--- src/hdl/tcpg_pkg.sv ---
// Shared types and constants of the text cell pixel generator.
`default_nettype none
package tcpg_pkg;

  // Item kinds carried in the mode field; the fourth code is unused.
  typedef enum logic [1:0] {
    MODE_VIDEO_WR = 2'd0,
    MODE_GLYPH_WR = 2'd1,
    MODE_RENDER   = 2'd2
  } mode_t;

  // Input word.
  typedef struct packed {
    logic [1:0]  mode;
    logic [11:0] address;
    logic [7:0]  data;
    logic [7:0]  line;
    logic [5:0]  column;
  } in_word_t;

  // Result word, one per pixel.
  typedef struct packed {
    logic [8:0] pixel_x;
    logic [7:0] pixel_y;
    logic [7:0] red;
    logic [7:0] green;
    logic [7:0] blue;
    logic       last_pixel;
  } out_word_t;

  // A looked-up cell waiting to be drawn.
  typedef struct packed {
    logic [7:0] glyph;
    logic [2:0] fg;
    logic [2:0] bg;
    logic [5:0] column;
    logic [7:0] line;
  } cell_t;

  localparam logic [7:0] LEVEL_ON  = 8'hff;
  localparam logic [7:0] LEVEL_OFF = 8'h00;

endpackage
`default_nettype wire

--- src/hdl/tcpg_queue.sv ---
// Small first-in first-out queue of looked-up cells.
`default_nettype none
module tcpg_queue #(
  parameter int DEPTH = 4
) (
  input  wire logic            clk,
  input  wire logic            rst_n,
  input  wire logic            push,
  input  wire tcpg_pkg::cell_t push_cell,
  output logic                 full,
  input  wire logic            pop,
  output logic                 empty,
  output tcpg_pkg::cell_t      head
);

  localparam int PTR_W = $clog2(DEPTH);
  localparam int CNT_W = $clog2(DEPTH + 1);

  tcpg_pkg::cell_t   slot_r [DEPTH];
  logic [PTR_W-1:0]  wr_ptr_r, wr_ptr_nxt;
  logic [PTR_W-1:0]  rd_ptr_r, rd_ptr_nxt;
  logic [CNT_W-1:0]  count_r, count_nxt;

  assign full  = (32'(count_r) == DEPTH);
  assign empty = (count_r == '0);
  assign head  = slot_r[rd_ptr_r];

  // Pointers wrap at the last slot, so any depth works.
  always_comb begin
    wr_ptr_nxt = wr_ptr_r;
    rd_ptr_nxt = rd_ptr_r;
    if (push) begin
      wr_ptr_nxt = (32'(wr_ptr_r) == DEPTH - 1) ? '0 : wr_ptr_r + 1'b1;
    end
    if (pop) begin
      rd_ptr_nxt = (32'(rd_ptr_r) == DEPTH - 1) ? '0 : rd_ptr_r + 1'b1;
    end
    count_nxt  = count_r;
    if (push && !pop) begin
      count_nxt = count_r + 1'b1;
    end else if (pop && !push) begin
      count_nxt = count_r - 1'b1;
    end
  end

  always_ff @(posedge clk) begin
    if (!rst_n) begin
      wr_ptr_r <= '0;
      rd_ptr_r <= '0;
      count_r  <= '0;
    end else begin
      wr_ptr_r <= wr_ptr_nxt;
      rd_ptr_r <= rd_ptr_nxt;
      count_r  <= count_nxt;
    end
  end

  always_ff @(posedge clk) begin
    if (push) begin
      slot_r[wr_ptr_r] <= push_cell;
    end
  end

endmodule
`default_nettype wire

--- config.mk ---
export PLATFORM = sky130hd
export DESIGN_NAME = tcpg_queue
export DESIGN_NICKNAME = d
export VERILOG_FILES = /design/src/hdl/tcpg_pkg.sv /design/src/hdl/tcpg_queue.sv
export SDC_FILE = /design/constraint.sdc
export NUM_CORES = 1
export LEC_CHECK = 0
export ABC_CLOCK_PERIOD_IN_PS = 2000
export BUFFER_PORTS_ARGS = -buffer_cell sky130_fd_sc_hd__buf_2
export CAP_MARGIN = 10
export CORE_MARGIN = 2
export CORE_UTILIZATION = 41
export CTS_BUF_LIST = sky130_fd_sc_hd__clkbuf_2
export DETAILED_ROUTE_END_ITERATION = 12
export SLEW_MARGIN = 20
export SYNTH_ARGS = -nofsm -noshare
export SYNTH_HDL_FRONTEND = slang
export SYNTH_SLANG_ARGS = --single-unit
--- constraint.sdc ---
create_clock -name clk -period 2 [get_ports clk]
set_input_delay 0.1 -clock clk [delete_from_list [all_inputs] [get_ports clk]]
set_output_delay 0.1 -clock clk [all_outputs]
set_load 0.02 [all_outputs]
Yosys cells after proc, flatten, opt, wreduce, memory -nomap -nowiden. Memory sizes are Yosys's and may differ from the RTL's. A register that Yosys moved wholly into a read port is not among the register bits. Cells that the tools add are included.

Bits in registers: 7. Word-level logic and storage cells: 25. Output and inout port bits: 30. Bits of input ports: 32. Memories: 1. Bits in writable memories: 112.

Reduce and logical (&&, ||, !) cells: 6. Muxes and demuxes: 8. Add/subtract/negate cells: 4. Equality and inequality tests: 3.

Memories: slot_r (depth 4, bits a word 28, rd ports 1, clocked after memory_dff 1, write ports 1, line tcpg_queue.sv:19) `tcpg_pkg::cell_t slot_r [DEPTH];`.

Operators by type and width (number): 2-bit two-way mux (4); 3-bit two-way mux (2); 2-bit by 1-bit adder with 2-bit output (second input constant) (2); 2-bit equality test (second input constant) (2); 3-bit by 1-bit adder with 3-bit output (second input constant) (1); 3-bit equality test (second input constant) (1); 3-bit zero test (1); 3-bit by 1-bit subtractor with 3-bit output (second input constant) (1); 1-bit logical AND (2); 1-bit zero test (2); 1-bit two-way mux (2); 2-bit nonzero test (1).

Logic depth before layout (Yosys ltp).
Word-level depth: 4. Mapped depth: 7. Mapped depth without buffers: 7.

Worst setup path after synthesis. No wires, ideal clock.

Path kind: flip-flop to flip-flop. Start: register wr_ptr_r[0]. End: memory slot_r[3][0] (netlist bit) (enable). Buffers on the path: 0. Clock period less this slack: 1.639 ns. Library setup time: 0.387 ns. Arrival: 1.251 ns. Setup slack: 0.361 ns. Stages on the path, launching flop included: 3. Required time: 1.613 ns. Path through: dfxtp_1 > ha_1 > and2_1.

RTL lines: from (decl) (line tcpg_queue.sv:20) `logic [PTR_W-1:0] wr_ptr_r, wr_ptr_nxt;`; from (signal assigned) (line tcpg_queue.sv:52) `wr_ptr_r <= wr_ptr_nxt;`; to (decl) (line tcpg_queue.sv:19).

No word-level cell before the write port.

==> impl_metrics.yaml <==
worst_hold_path:
  hold_path.startpoint: "push_cell[14]"
  hold_path_class: "in -> reg"
  min_path_cells: 2
  hold-path-endpoint: "slot_r[3][14]"
synthesis:
  ys_seq_area_share_pct: 77.9
  ys_seq_elements: 121
  netlist_area_um2: 4550
  postSynthCellCount: 190
  synth_cell_type_count: 22
  synth-warning-count: 0
  syn_area_per_cell_um2: 23.9
  syn-num-nets: 229
setup_path:
  cp-end-kind: "output pin"
  rrSetupSlack_ns: 0.36
  reg2reg_from: "wr_ptr_r[0]"
  arrival_ns: 2.01
  worst-setup-path-type: "reg -> out"
  startpoint_type: "flop"
  cp_max_fo: 7
  cp.required_ns: 1.90
  ff2ff_path_depth: 3
  r2r-end: "slot_r[2][23]"
run:
  cap_violations: 0
timing:
  finClkSkew_ns: 0.0190
  min_period_over_period_pct: 106
  max_freq_ghz: 0.473
  worst_pin_slew_ns: 0.793
  hold_viol: 0
  period_minus_slack_ns: 2.11
  grt_setup_unrepaired: "true"
  drv_slew: 0
  maxSlewHeadroom_pct: 47.1
  layout_setup_ws_ns: -0.113
  fin_hold_ws_ns: 0.217
  finalSetupViolCount: 22
floorplan:
  start_util_pct: 42.0
  fp.dieH_um: 109
  fp.dieW_um: 109
  ios: 62
  core_area_um2: 10800
  die-area_um2: 12000
  rows: 38
place:
  place_ws_ns: 0.340
  io_buffers: 61
  postPlaceCellArea_um2: 5020
  hpwl_um: 4240
  gp_routability_congestion: 0.653
clock_network:
  clkTransAtPathRegs_ns: 0.20
  tritoncts: "built"
  clock_path_buffers: 2
  cts-htree-levels: 4
  clkSinkCount: 121
  worstSkewPairLatency_ns: 0.63
  numCtsBuffers: 17
  cts_root_buf: "clkbuf_2"
grt:
  grt_usage_pct: 14.2
  grt_pass1_wl_um: 12000
  antenna_found_initial: 0
  gr-total-overflow: 0
  grt_pass1_vias: 2387
  grt_max_degree: 29
route:
  ant_nets: 0
  drcViolationCount: 0
  avgViaCountPerCell: 4.85
  avgRoutedWirePerCell_um: 17.3
  first_iter_violations: 82
  wirelength_um: 7850
  first_pass_iters: 4
  vias: 2205
layout:
  drive_above_1_share_pct: 41.6
  fin_area_um2: 5830
  final_cell_mix: "edfxtp_1, buf_2, dlygate4sd3_1"
  area_delta_synth_final_pct: 28.3
  diodes: 0
  final_common_cell: "edfxtp_1"
  layout.nets: 342
pwr:
  p_per_area_nw_per_um2: 905
  peakVddDrop_uv: 546
  p_leak_nw: 2.03
  finalPower_mw: 5.28
run_status:
  failed_checks: "setup timing"
  status: "finished, violations left"
[sequential cells by signal, indices dropped and copies added (netlist names), named ones only]
signal / flops
slot_r: 112
count_r: 3
rd_ptr_r: 2
wr_ptr_r: 2
[power by group]
part | switching [mW] | total, mW | internal (mW)
clock network | 0.905 | 1.60 | 0.695
registers | 0.0426 | 2.93 | 2.89
logic | 0.356 | 0.745 | 0.388
total | 1.30 | 5.28 | 3.97
[critical path, stage by stage, from the launching register on]
cell and delay [ns]:
dfxtp_4 0.44, buf_12 0.13, buf_16 0.14, mux4_2 0.52, buf_6 0.15
[cells in the mapped netlist]
| library cell | count | share of area (%) |
|---|---|---|
| o21a_1 | 1 | 0.17 |
| and2_1 | 5 | 0.69 |
| fa_1 | 1 | 0.44 |
| buf_6 | 1 | 0.25 |
| buf_12 | 2 | 0.88 |
| xnor2_1 | 1 | 0.19 |
| nor3_1 | 2 | 0.22 |
| buf_2 | 3 | 0.33 |
| mux2i_1 | 4 | 0.88 |
| nor2_1 | 1 | 0.082 |
| xor2_1 | 1 | 0.19 |
| dfxtp_1 | 9 | 4.0 |
| inv_1 | 4 | 0.33 |
| mux4_2 | 20 | 9.9 |
| a21boi_0 | 1 | 0.17 |
| nor2b_1 | 5 | 0.69 |
| mux4_1 | 8 | 4.6 |
| or3_1 | 1 | 0.14 |
| ha_1 | 6 | 1.7 |
| nor3b_1 | 1 | 0.17 |
| o21ai_0 | 1 | 0.11 |
| edfxtp_1 | 112 | 74 |
[repair_timing]
item / CTS / global route
buffers inserted: 3 / 0
setup endpoints to repair: 28 / 28
gates cloned: 3 / 0
pin swaps: 0 / 0
gates resized for setup: 69 / 1
endpoints found under the hold margin: 121 / 0
hold buffers: 32 / 0
[cells by family (layout without fill, tap and decap cells)]
| kind of cell | count (synthesis) | in the layout | synth area share (%) |
|---|---|---|---|
| AND/OR/NAND/NOR | 15 | 15 | 1.98 |
| multiplexers | 32 | 32 | 15.4 |
| buffers and inverters | 10 | 135 | 1.79 |
| AO/OA/AOI/OAI | 3 | 3 | 0.440 |
| adder cells (fa/ha/maj) | 7 | 7 | 2.09 |
| XOR/XNOR | 2 | 2 | 0.385 |
| flip-flops | 121 | 121 | 77.9 |
[layer usage]
| layer | wire length [um] | global-route usage [%] | vias to the layer above |
|---|---|---|---|
| met5 | 0 | 0 | - |
| met4 | 95 | 5.97 | 0 |
| met2 | 3860 | 22.7 | 55 |
| met1 | 3550 | 18.3 | 1120 |
| met3 | 347 | 4.03 | 13 |
| li1 | - | - | 1017 |
[area by class of cell]
| class | count | area (um^2) |
|---|---|---|
| well taps | 140 | 175 |
| repair buffers | 100 | 938 |
| clock inverters | 14 | 175 |
| flip-flops and latches | 121 | 3550 |
| inverters | 4 | 15.0 |
| clock buffers | 17 | 85.1 |
| multi-input cells | 59 | 898 |
| fillers | 854 | 5010 |
[worst max-delay path by stage]
stage                startpoint            end  slack [ns]  depth (start not counted)
CTS                        flop       head[16]       -0.20                          4
detailed placement  wr_ptr_r[0]  slot_r[0][11]        0.34                          3
floorplan           wr_ptr_r[0]   slot_r[3][0]        0.36                          2
finish                     flop       head[16]       -0.11                          4
global placement    wr_ptr_r[0]  slot_r[0][11]        0.38                          3
global route               flop       head[16]       -0.25                          4
[stage by stage]
step	cells	setup TNS (ns)	utilization [%]
floorplan	190	0	-
global placement	388	0	46.3
detailed placement	388	0	46.3
CTS	457	-5.00	54.2
global route	455	-5.15	53.8
finish	455	-1.53	53.8
No activity file was read; power rests on OpenSTA's default activity.
