### config.mk
export PLATFORM = sky130hd
export DESIGN_NAME = tcpg_back
export DESIGN_NICKNAME = d
export VERILOG_FILES = /design/src/hdl/tcpg_pkg.sv /design/src/hdl/tcpg_back.sv
export SDC_FILE = /design/constraint.sdc
export NUM_CORES = 1
export LEC_CHECK = 0
export BUFFER_PORTS_ARGS = -buffer_cell sky130_fd_sc_hd__buf_2
export CAP_MARGIN = 30
export CORE_MARGIN = 2
export CORE_UTILIZATION = 42
export CTS_BUF_LIST = sky130_fd_sc_hd__clkbuf_2
export DETAILED_ROUTE_END_ITERATION = 16
export PLACE_DENSITY_LB_ADDON = 0.1
export SLEW_MARGIN = 15
export SYNTH_ARGS = -nofsm -noshare
export SYNTH_HDL_FRONTEND = slang
export SYNTH_SLANG_ARGS = --single-unit
### constraint.sdc
create_clock -name clk -period 2.3 [get_ports clk]
set_input_delay 0.46 -clock clk [delete_from_list [all_inputs] [get_ports clk]]
set_output_delay 0.46 -clock clk [all_outputs]
set_load 0.03 [all_outputs]
### src/hdl/tcpg_pkg.sv
// Shared types and constants of the text cell pixel generator.
`default_nettype none
package tcpg_pkg;

  // Item kinds carried in the mode field; the fourth code is unused.
  typedef enum logic [1:0] {
    MODE_VIDEO_WR = 2'd0,
    MODE_GLYPH_WR = 2'd1,
    MODE_RENDER   = 2'd2
  } mode_t;

  // Input word.
  typedef struct packed {
    logic [1:0]  mode;
    logic [11:0] address;
    logic [7:0]  data;
    logic [7:0]  line;
    logic [5:0]  column;
  } in_word_t;

  // Result word, one per pixel.
  typedef struct packed {
    logic [8:0] pixel_x;
    logic [7:0] pixel_y;
    logic [7:0] red;
    logic [7:0] green;
    logic [7:0] blue;
    logic       last_pixel;
  } out_word_t;

  // A looked-up cell waiting to be drawn.
  typedef struct packed {
    logic [7:0] glyph;
    logic [2:0] fg;
    logic [2:0] bg;
    logic [5:0] column;
    logic [7:0] line;
  } cell_t;

  localparam logic [7:0] LEVEL_ON  = 8'hff;
  localparam logic [7:0] LEVEL_OFF = 8'h00;

endpackage
`default_nettype wire

### src/hdl/tcpg_back.sv
// Back end: expands each queued cell into pixels, one per cycle while out_ready lets them go, into the output register.
`default_nettype none
module tcpg_back #(
  parameter int PIXELS_PER_CELL = 6
) (
  input  wire logic            clk,
  input  wire logic            rst_n,
  input  wire logic            empty,
  input  wire tcpg_pkg::cell_t head,
  output logic                 pop,
  output logic                 out_valid,
  input  wire logic            out_ready,
  output tcpg_pkg::out_word_t  out_word
);

  localparam int PIX_W = (PIXELS_PER_CELL > 1) ? $clog2(PIXELS_PER_CELL) : 1;
  localparam logic [PIX_W-1:0] LAST_PIX = PIX_W'(PIXELS_PER_CELL - 1);

  logic               load;
  logic               emit;
  logic               last;
  logic [2:0]         bit_sel;
  logic [2:0]         colour;
  logic [PIX_W-1:0]   pix_r, pix_nxt;
  logic               out_valid_r, out_valid_nxt;
  tcpg_pkg::out_word_t out_word_r, out_word_nxt;

  assign load    = !out_valid_r || out_ready;
  assign emit    = load && !empty;
  assign last    = (pix_r == LAST_PIX);
  assign pop     = emit && last;
  assign bit_sel = 3'd7 - 3'(pix_r);
  assign colour  = head.glyph[bit_sel] ? head.fg : head.bg;

  always_comb begin
    pix_nxt       = pix_r;
    out_valid_nxt = out_valid_r;
    if (emit) begin
      pix_nxt       = last ? '0 : pix_r + 1'b1;
      out_valid_nxt = 1'b1;
    end else if (out_ready) begin
      out_valid_nxt = 1'b0;
    end
  end

  always_comb begin
    out_word_nxt.pixel_x    = {head.column, 3'b000} + 9'(pix_r);
    out_word_nxt.pixel_y    = head.line;
    out_word_nxt.red        = colour[0] ? tcpg_pkg::LEVEL_ON : tcpg_pkg::LEVEL_OFF;
    out_word_nxt.green      = colour[1] ? tcpg_pkg::LEVEL_ON : tcpg_pkg::LEVEL_OFF;
    out_word_nxt.blue       = colour[2] ? tcpg_pkg::LEVEL_ON : tcpg_pkg::LEVEL_OFF;
    out_word_nxt.last_pixel = last;
  end

  always_ff @(posedge clk) begin
    if (!rst_n) begin
      pix_r       <= '0;
      out_valid_r <= 1'b0;
    end else begin
      pix_r       <= pix_nxt;
      out_valid_r <= out_valid_nxt;
    end
  end

  always_ff @(posedge clk) begin
    if (emit) begin
      out_word_r <= out_word_nxt;
    end
  end

  assign out_valid = out_valid_r;
  assign out_word  = out_word_r;

endmodule
`default_nettype wire

Word-level counts from Yosys, hierarchy flattened
Cells that the tools add are included.

storage, ports and cells
  register bits = 46
  bits of input ports = 32

cells by class
  $add $sub $neg = 3
  $lt $le $gt $ge = 1
  equal/unequal tests = 1
  mux-type cells = 9
  reductions and logical operators = 6

operators with widths
  kind                                                                          count
  8-bit 2-to-1 mux                                                              3
  9-bit by 3-bit adder with 9-bit output                                        1
  3-bit 2-to-1 mux                                                              2
  3-bit by 4-bit less-than comparator with 1-bit output, second input constant  1
  3-bit by 1-bit adder with 3-bit output, second input constant                 1
  1-bit binary-select mux with 3-bit select                                     1
  3-bit equality test, second input constant                                    1
  1-bit 2-to-1 mux                                                              3
  3-bit subtractor, first input constant                                        1
  1-bit logical AND                                                             2
  1-bit zero test                                                               2
  2-bit nonzero test                                                            1
  1-bit logical OR                                                              1

Logic depth before layout (Yosys ltp)
Gate-level depths: netlist of run 1.

  depth after elaboration = 5
  mapped depth = 5
  mapped depth without buffers = 4

Worst setup path after synthesis of run 1
Ideal clock, no wire load.

  path type = register to output
  start point = register out_valid_r, in the netlist out_valid
  end point = output pop
  data arrival time = 2.009 ns
  data required time = 1.840 ns
  path slack = -0.169 ns
  stages on the path, launching flop included = 4
  path through = dfxtp_1 > nor2b_1 > nor2_1 > and2_1

between the ends
  word-level cells in the longest chain between the ends = 4

RTL lines
  element                 RTL line         source
  from (decl)             tcpg_back.sv:25  logic out_valid_r, out_valid_nxt;
  from (signal assigned)  tcpg_back.sv:61  out_valid_r <= out_valid_nxt;
  1-bit zero test         tcpg_back.sv:28  assign load = !out_valid_r || out_ready;
  1-bit logical OR        tcpg_back.sv:28
  1-bit logical AND       tcpg_back.sv:29  assign emit = load && !empty;
  net emit                tcpg_back.sv:20  logic emit;
  1-bit logical AND       tcpg_back.sv:31  assign pop = emit && last;
  to (decl)               tcpg_back.sv:10  output logic pop,

The timed path passes the listed nets, and every way through them passes these cells.

Final worst setup path of run 1
  start point = register pix_r[0]
  end point = output pop

between the ends
  word-level cells in the longest chain between the ends = 2

RTL lines
  element                 RTL line         source
  from (decl)             tcpg_back.sv:24  logic [PIX_W-1:0] pix_r, pix_nxt;
  from (signal assigned)  tcpg_back.sv:60  pix_r <= pix_nxt;
  3-bit equality test     tcpg_back.sv:30  assign last = (pix_r == LAST_PIX);
  net last                tcpg_back.sv:21  logic last;
  1-bit logical AND       tcpg_back.sv:31

The timed path passes the listed nets, and every way through them passes these cells.

==> summary.txt, run 1 <==
clock-pin slew on the worst setup and hold paths: 0.20 ns
Synth top area share: 57.1%
GPL Wtd Cong: 0.719
DRC: 0
CP peak stage delay: 0.48 ns
fmax: 522 MHz
I/O pins: 76
Post-CTS Setup Inserts: 0
number of max-cap violations: 0
Design Power: 0.954 mW
number of port buffers: 75
final slew viol count: 0
Switching Fraction: 31.7%
wire length of the first global-routing pass: 2.75 mm
Final HPWL DP: 1.46 mm
Stages on worst setup path: 4
CP Class: reg -> out
Min Clock Period, post-route: 1.91 ns
post-cts sizing count: 0
Synth Warn #: 0
layout cells sized above 1: 63.4%
Avg Cell Area, Syn: 14.5 µm²
CP max stage cell: dfxtp_1
Setup crit end kind: output port
routed vias/inst: 4.36
Core Rows: 18
DR WL/cell: 11.0 µm
worst hold path type: in -> reg
DRT Pass-1 Iters: 2
clk_lat worst skew: 0.31 ns
Die Y: 55.3 µm
most instantiated cells after synthesis: buf_4 (21), edfxtp_1 (21), mux2i_1 (6)
CTS Buf Count: 3
sequential area share after synthesis: 64.4%
status: complete, no violations
total track usage: 11.4%
Antenna diodes: 0
Worst IR Drop VDD: 372 µV
worst path bufs/invs: 1
final setup vio count: 0
worst path cell trace: nor2b_1 -> and2_2 -> and2_1 -> buf_2
Post-Synthesis Cells: 76
post-synth top area cell: edfxtp_1
CTS root buffer: clkbuf_2
CP Data Arrival Time: 1.45 ns
Die ar.: 0.00305 mm²
Net Count, Synth: 108
Core Region: 0.00248 mm²
RSZ-0062 raised after global routing: false
Slew headroom: 76.2%
initial cell density of the core: 44.5%
crit path launch type: flip-flop
FF-to-FF Start: pix_r[2]
Post-synth ARST share: 0%
Least-Margin Pin Slew: 0.356 ns
critical path peak fanout: 7
Netlist cell types: 19
Placement Cell Area: 0.00136 mm²
fillcell total: 237
setup TNS: 0 ns
final net count: 167
sequential power share: 57.0%
grt ovf: 0
initial drt markers: 5
Synth area leaders: edfxtp_1 (57%), buf_4 (14%), dfxtp_1 (7.3%), mux2i_1 (5.4%), mux2_1 (3.1%)
WHS Endpoint: out_word[30]
Pwr Density: 693 mW/mm²
Clock Path Buffers: 2
Vias: 715
number of synthesized register bits: 25
Hold Startpoint: head[5]
Worst EP required: 1.84 ns
number of synthesized flops with an enable pin: 21
Die Span X: 55.3 µm
total clock sinks: 25
mapped cell area: 0.00110 mm²
Clk pwr share: 16.8%
Final Hold Viols: 0
Area growth syn-to-layout: 24.8%
TritonCTS clock tree: yes
# hold bufs at CTS: 0
antenna violations before repair: 0
Synth Flop Type: edfxtp_1
largest net degree at the start of global routing: 23
LEAKAGE: 0.634 nW
Crit path max-delay family: flip-flops
Tcrit/Tclk final: 83.2%
final instance area: 0.00138 mm²
logic gate share of total power: 26.2%
DRT Wirelength: 1.80 mm
P_int: 0.651 mW
worst hold margin: 0.301 ns
worst r2r dst: out_word[7]
hold path depth: 1
Switch Pwr: 0.303 mW
reg2reg setup slack: 0.70 ns
H-tree lvl count: 1
vias in the first global route: 645
Routed Antenna Nets: 0
Reg2Reg Depth: 4
worst clock skew: 0.000931 ns
==> final cells by class <==
class	count	area [µm²]	share of cell area, %
multi-input cells	28	223	16.2
well taps	30	37.5	2.72
clock buffers	4	20.0	1.45
flip-flops and latches	25	711	51.6
inverters	1	3.75	0.272
repair buffers	76	383	27.8
==> registers in the layout, indices dropped and copies added, names as in the netlist <==
| register | cells |
|---|---|
| out_word | 21 |
| pix_r | 3 |
| out_valid | 1 |
==> per-stage QoR <==
step / utilization [%] / setup slack, ns / std cells
3_5_place_dp: 54.8 / 0.660 / 160
3_3_place_gp: 54.8 / 0.662 / 160
2_1_floorplan: - / 0.213 / 76
6_report: 55.6 / 0.386 / 164
4_1_cts: 55.6 / 0.342 / 164
5_1_grt: 55.6 / 0.246 / 164
==> worst reg2reg max path, stage by stage (launching register included) <==
cell,delay [ns]
dfxtp_1,0.58
mux2i_1,0.23
nand3_1,0.10
nand4_2,0.15
mux2_1,0.33
==> cell usage in the layout, fill, tap and decap left out, types with 2 or more instances in the layout <==
| cell | count |
|---|---|
| dfxtp_1 | 4 |
| clkbuf_2 | 4 |
| buf_2 | 75 |
| nor2b_1 | 4 |
| mux2i_1 | 6 |
| nor2_1 | 2 |
| and2_1 | 2 |
| mux2_1 | 3 |
| nand2_1 | 2 |
| edfxtp_1 | 21 |
==> layer usage <==
| metal | vias up | share of wire [%] | global-route usage (%) |
|---|---|---|---|
| met5 | - | 0 | 0 |
| met4 | 0 | 0 | 3.14 |
| met3 | 0 | 8.6 | 3.28 |
| met2 | 36 | 55 | 21.3 |
| met1 | 322 | 37 | 12.6 |
| li1 | 357 | - | - |
==> power by group through the flow <==
stage	clock (mW)	combinational, mW	sequential, mW
floorplan	0	0.161	0.606
global placement	0	0.252	0.553
detailed placement	0	0.253	0.555
CTS	0.171	0.253	0.545
global route	0.191	0.263	0.550
finish	0.160	0.250	0.544
==> cell families after synthesis <==
kind of cell / after synthesis / share of synthesized area, %
multiplexers: 9 / 8.50
AND/OR/NAND/NOR: 17 / 9.98
buffers and inverters: 23 / 15.6
XOR/XNOR: 1 / 0.794
AO/OA/AOI/OAI: 1 / 0.681
flip-flops: 25 / 64.4
==> how the worst max path moves through the flow <==
| stage | startpoint | endpoint | slack [ns] |
|---|---|---|---|
| final | pix_r[0] | pop | 0.39 |
| after global routing | pix_r[0] | pop | 0.25 |
| after CTS | pix_r[0] | pop | 0.34 |
| after detailed placement | out_ready | pop | 0.66 |
| after global placement | out_ready | pop | 0.66 |
| after floorplan | out_valid | pop | 0.21 |
(Power assumes the default switching activity.)
==> run 2: changes to the inputs <==
--- a/config.mk
+++ b/config.mk
@@ -8,7 +8,7 @@
 export BUFFER_PORTS_ARGS = -buffer_cell sky130_fd_sc_hd__buf_2
 export CAP_MARGIN = 30
 export CORE_MARGIN = 2
-export CORE_UTILIZATION = 42
+export CORE_UTILIZATION = 38
 export CTS_BUF_LIST = sky130_fd_sc_hd__clkbuf_2
 export DETAILED_ROUTE_END_ITERATION = 16
 export PLACE_DENSITY_LB_ADDON = 0.1
==> constraint.sdc (replaced) <==
create_clock -name clk -period 1.6 [get_ports clk]
set_input_delay 0.32 -clock clk [delete_from_list [all_inputs] [get_ports clk]]
set_output_delay 0.32 -clock clk [all_outputs]
set_load 0.03 [all_outputs]
==> run 2 against run 1 <==
Worst setup slack worse by 0.34 ns. First-iteration DRC count increased by 40%. Clock power rose by 47%. Final area rose by 4.3%. Wire length up 2.4%. Largest power group unchanged. Highest routed layer is now met4.
==> summary.txt, run 2 (synthesis gave the netlist of run 1 again) <==
FF-to-FF Start: pix_r[2] (unchanged)
vias in the first global route: 614 (was 645)
worst clock skew: 0.00185 ns (was 0.000931 ns)
DRT Wirelength: 1.84 mm (was 1.80 mm)
number of port buffers: 75 (unchanged)
Worst EP required: 1.28 ns (was 1.84 ns)
wire length of the first global-routing pass: 2.81 mm (was 2.75 mm)
number of max-cap violations: 0 (unchanged)
Core Rows: 19 (was 18)
Die Span X: 57.9 µm (was 55.3 µm)
CTS Buf Count: 3 (unchanged)
Placement Cell Area: 0.00137 mm² (was 0.00136 mm²)
Non-Filler Instances: 167 (was 164)
Design Power: 1.39 mW (was 0.954 mW)
Die Y: 57.9 µm (was 55.3 µm)
Hold Startpoint: head[11] (was head[5])
Core Region: 0.00276 mm² (was 0.00248 mm²)
TritonCTS clock tree: yes (unchanged)
final instance area: 0.00144 mm² (was 0.00138 mm²)
Slew headroom: 81.7% (was 76.2%)
I/O pins: 76 (unchanged)
clk_lat worst skew: 0.32 ns (was 0.31 ns)
H-tree lvl count: 1 (unchanged)
Core Util, Final: 52.1% (was 55.6%)
LEAKAGE: 0.652 nW (was 0.634 nW)
final setup margin: 0.0451 ns (was 0.386 ns)
hold path depth: 1 (unchanged)
fillcell total: 255 (was 237)
most frequent cells in the layout: buf_2 (74), edfxtp_1 (21), mux2i_1 (6) (was buf_2 (75), edfxtp_1 (21), mux2i_1 (6))
fmax: 643 MHz
total clock sinks: 25 (unchanged)
total track usage: 11.1% (was 11.4%)
critical path peak fanout: 2 (was 7)
status: complete, no violations (unchanged)
GPL Wtd Cong: 0.609 (was 0.719)
Worst IR Drop VDD: 491 µV (was 372 µV)
Routed Antenna Nets: 0 (unchanged)
WHS Endpoint: out_word[39] (was out_word[30])
layout cells sized above 1: 69.1% (was 63.4%)
grt ovf: 0 (unchanged)
Final HPWL DP: 1.49 mm (was 1.46 mm)
Die ar.: 0.00335 mm² (was 0.00305 mm²)
CP Data Arrival Time: 1.23 ns (was 1.45 ns)
Setup crit end kind: output port (unchanged)
Min Clock Period, post-route: 1.55 ns
# hold bufs at CTS: 0 (unchanged)
initial drt markers: 7 (was 5)
worst hold path type: in -> reg (unchanged)
max FFs per register: 21 (unchanged)
Post-Place Setup Slack: 0.00738 ns (was 0.660 ns)
Pwr Density: 971 mW/mm² (was 693 mW/mm²)
antenna violations before repair: 0 (unchanged)
crit path launch type: flip-flop (unchanged)
commonest non-fill, non-tap cell in the layout: buf_2 (unchanged)
initial cell density of the core: 40.0% (was 44.5%)
largest net degree at the start of global routing: 23 (unchanged)
Reg area: 721 µm² (was 711 µm²)
final net count: 169 (was 167)
DR WL/cell: 11.0 µm (about the same)
Tcrit/Tclk final: 97.2%
final setup vio count: 0 (unchanged)
Vias: 725 (was 715)
worst r2r dst: out_word[7] (unchanged)
DRT Pass-1 Iters: 2 (unchanged)
CTS root buffer: clkbuf_2 (unchanged)
CP Class: reg -> out (unchanged)
Area growth syn-to-layout: 30.2% (was 24.8%)
routed vias/inst: 4.34 (was 4.36)
reg2reg setup slack: 0.12 ns (was 0.70 ns)
Reg2Reg Depth: 4 (unchanged)
final slew viol count: 0 (unchanged)
area of the multi-input gates: 246 µm² (was 223 µm²)
RSZ-0062 raised after global routing: true (was false)
Final Hold Viols: 0 (unchanged)
clock-pin slew on the worst setup and hold paths: 0.22 ns (was 0.20 ns)
Least-Margin Pin Slew: 0.275 ns (was 0.356 ns)
Antenna diodes: 0 (unchanged)
DRC: 0 (unchanged)
placed insts: 161 (was 160)
Clock Path Buffers: 2 (unchanged)
-- run 2: worst max path at each step --
stage / depth (start not counted) / endpoint / slack, ns / start
after detailed placement: 4 / out_word[7] / 0.007 / pix_r[2]
after global routing: 4 / pop / -0.04 / pix_r[0]
after floorplan: 3 / pop / 0.04 / out_valid
final: 4 / pop / 0.05 / pix_r[0]
after CTS: 4 / pop / 0.01 / out_valid
after global placement: 4 / out_word[7] / 0.05 / pix_r[2]
-- run 2: what timing repair did --
action,4_1_cts,5_1_grt
gates resized for setup,11,0
pin swaps,0,1
buffers inserted,2,0
cloned,0,0
endpoints found under the setup margin,4,1
-- run 2: layer usage --
layer	up-vias	global-route usage [%]	share of wire (%)
li1	360	-	-
met1	329	13.2	35
met2	34	19.5	56
met3	2	2.46	8.8
met4	0	3.99	0.49
met5	-	0	0
-- run 2: worst max-delay path: stages, from the launching register on --
cell and delay [ns]:
dfxtp_4 0.39, nor2b_4 0.12, and2_4 0.15, and2_4 0.13, buf_6 0.13
-- run 2: final cells by class --
type,instances,area share [%]
clock buffer,3,1.05
clock inverter,1,0.523
inverter,1,0.261
multi-input combinational,28,17.2
sequential,25,50.2
tap,31,2.70
timing repair buffer,78,28.1
-- run 2: metrics by stage --
stage          hold WS (ns)  setup TNS (ns)
2_1_floorplan         0.419               0
3_3_place_gp          0.498               0
3_5_place_dp          0.498               0
4_1_cts               0.118               0
5_1_grt              0.0987         -0.0443
6_report              0.149               0
-- run 2: report_power, final --
part / switching, mW / internal (mW) / total (mW) / leakage, nW
Combinational: 0.256 / 0.125 / 0.381 / 0.400
Clock: 0.178 / 0.0581 / 0.236 / 0.0126
Sequential: 0.0210 / 0.756 / 0.777 / 0.240
Total: 0.455 / 0.939 / 1.39 / 0.652
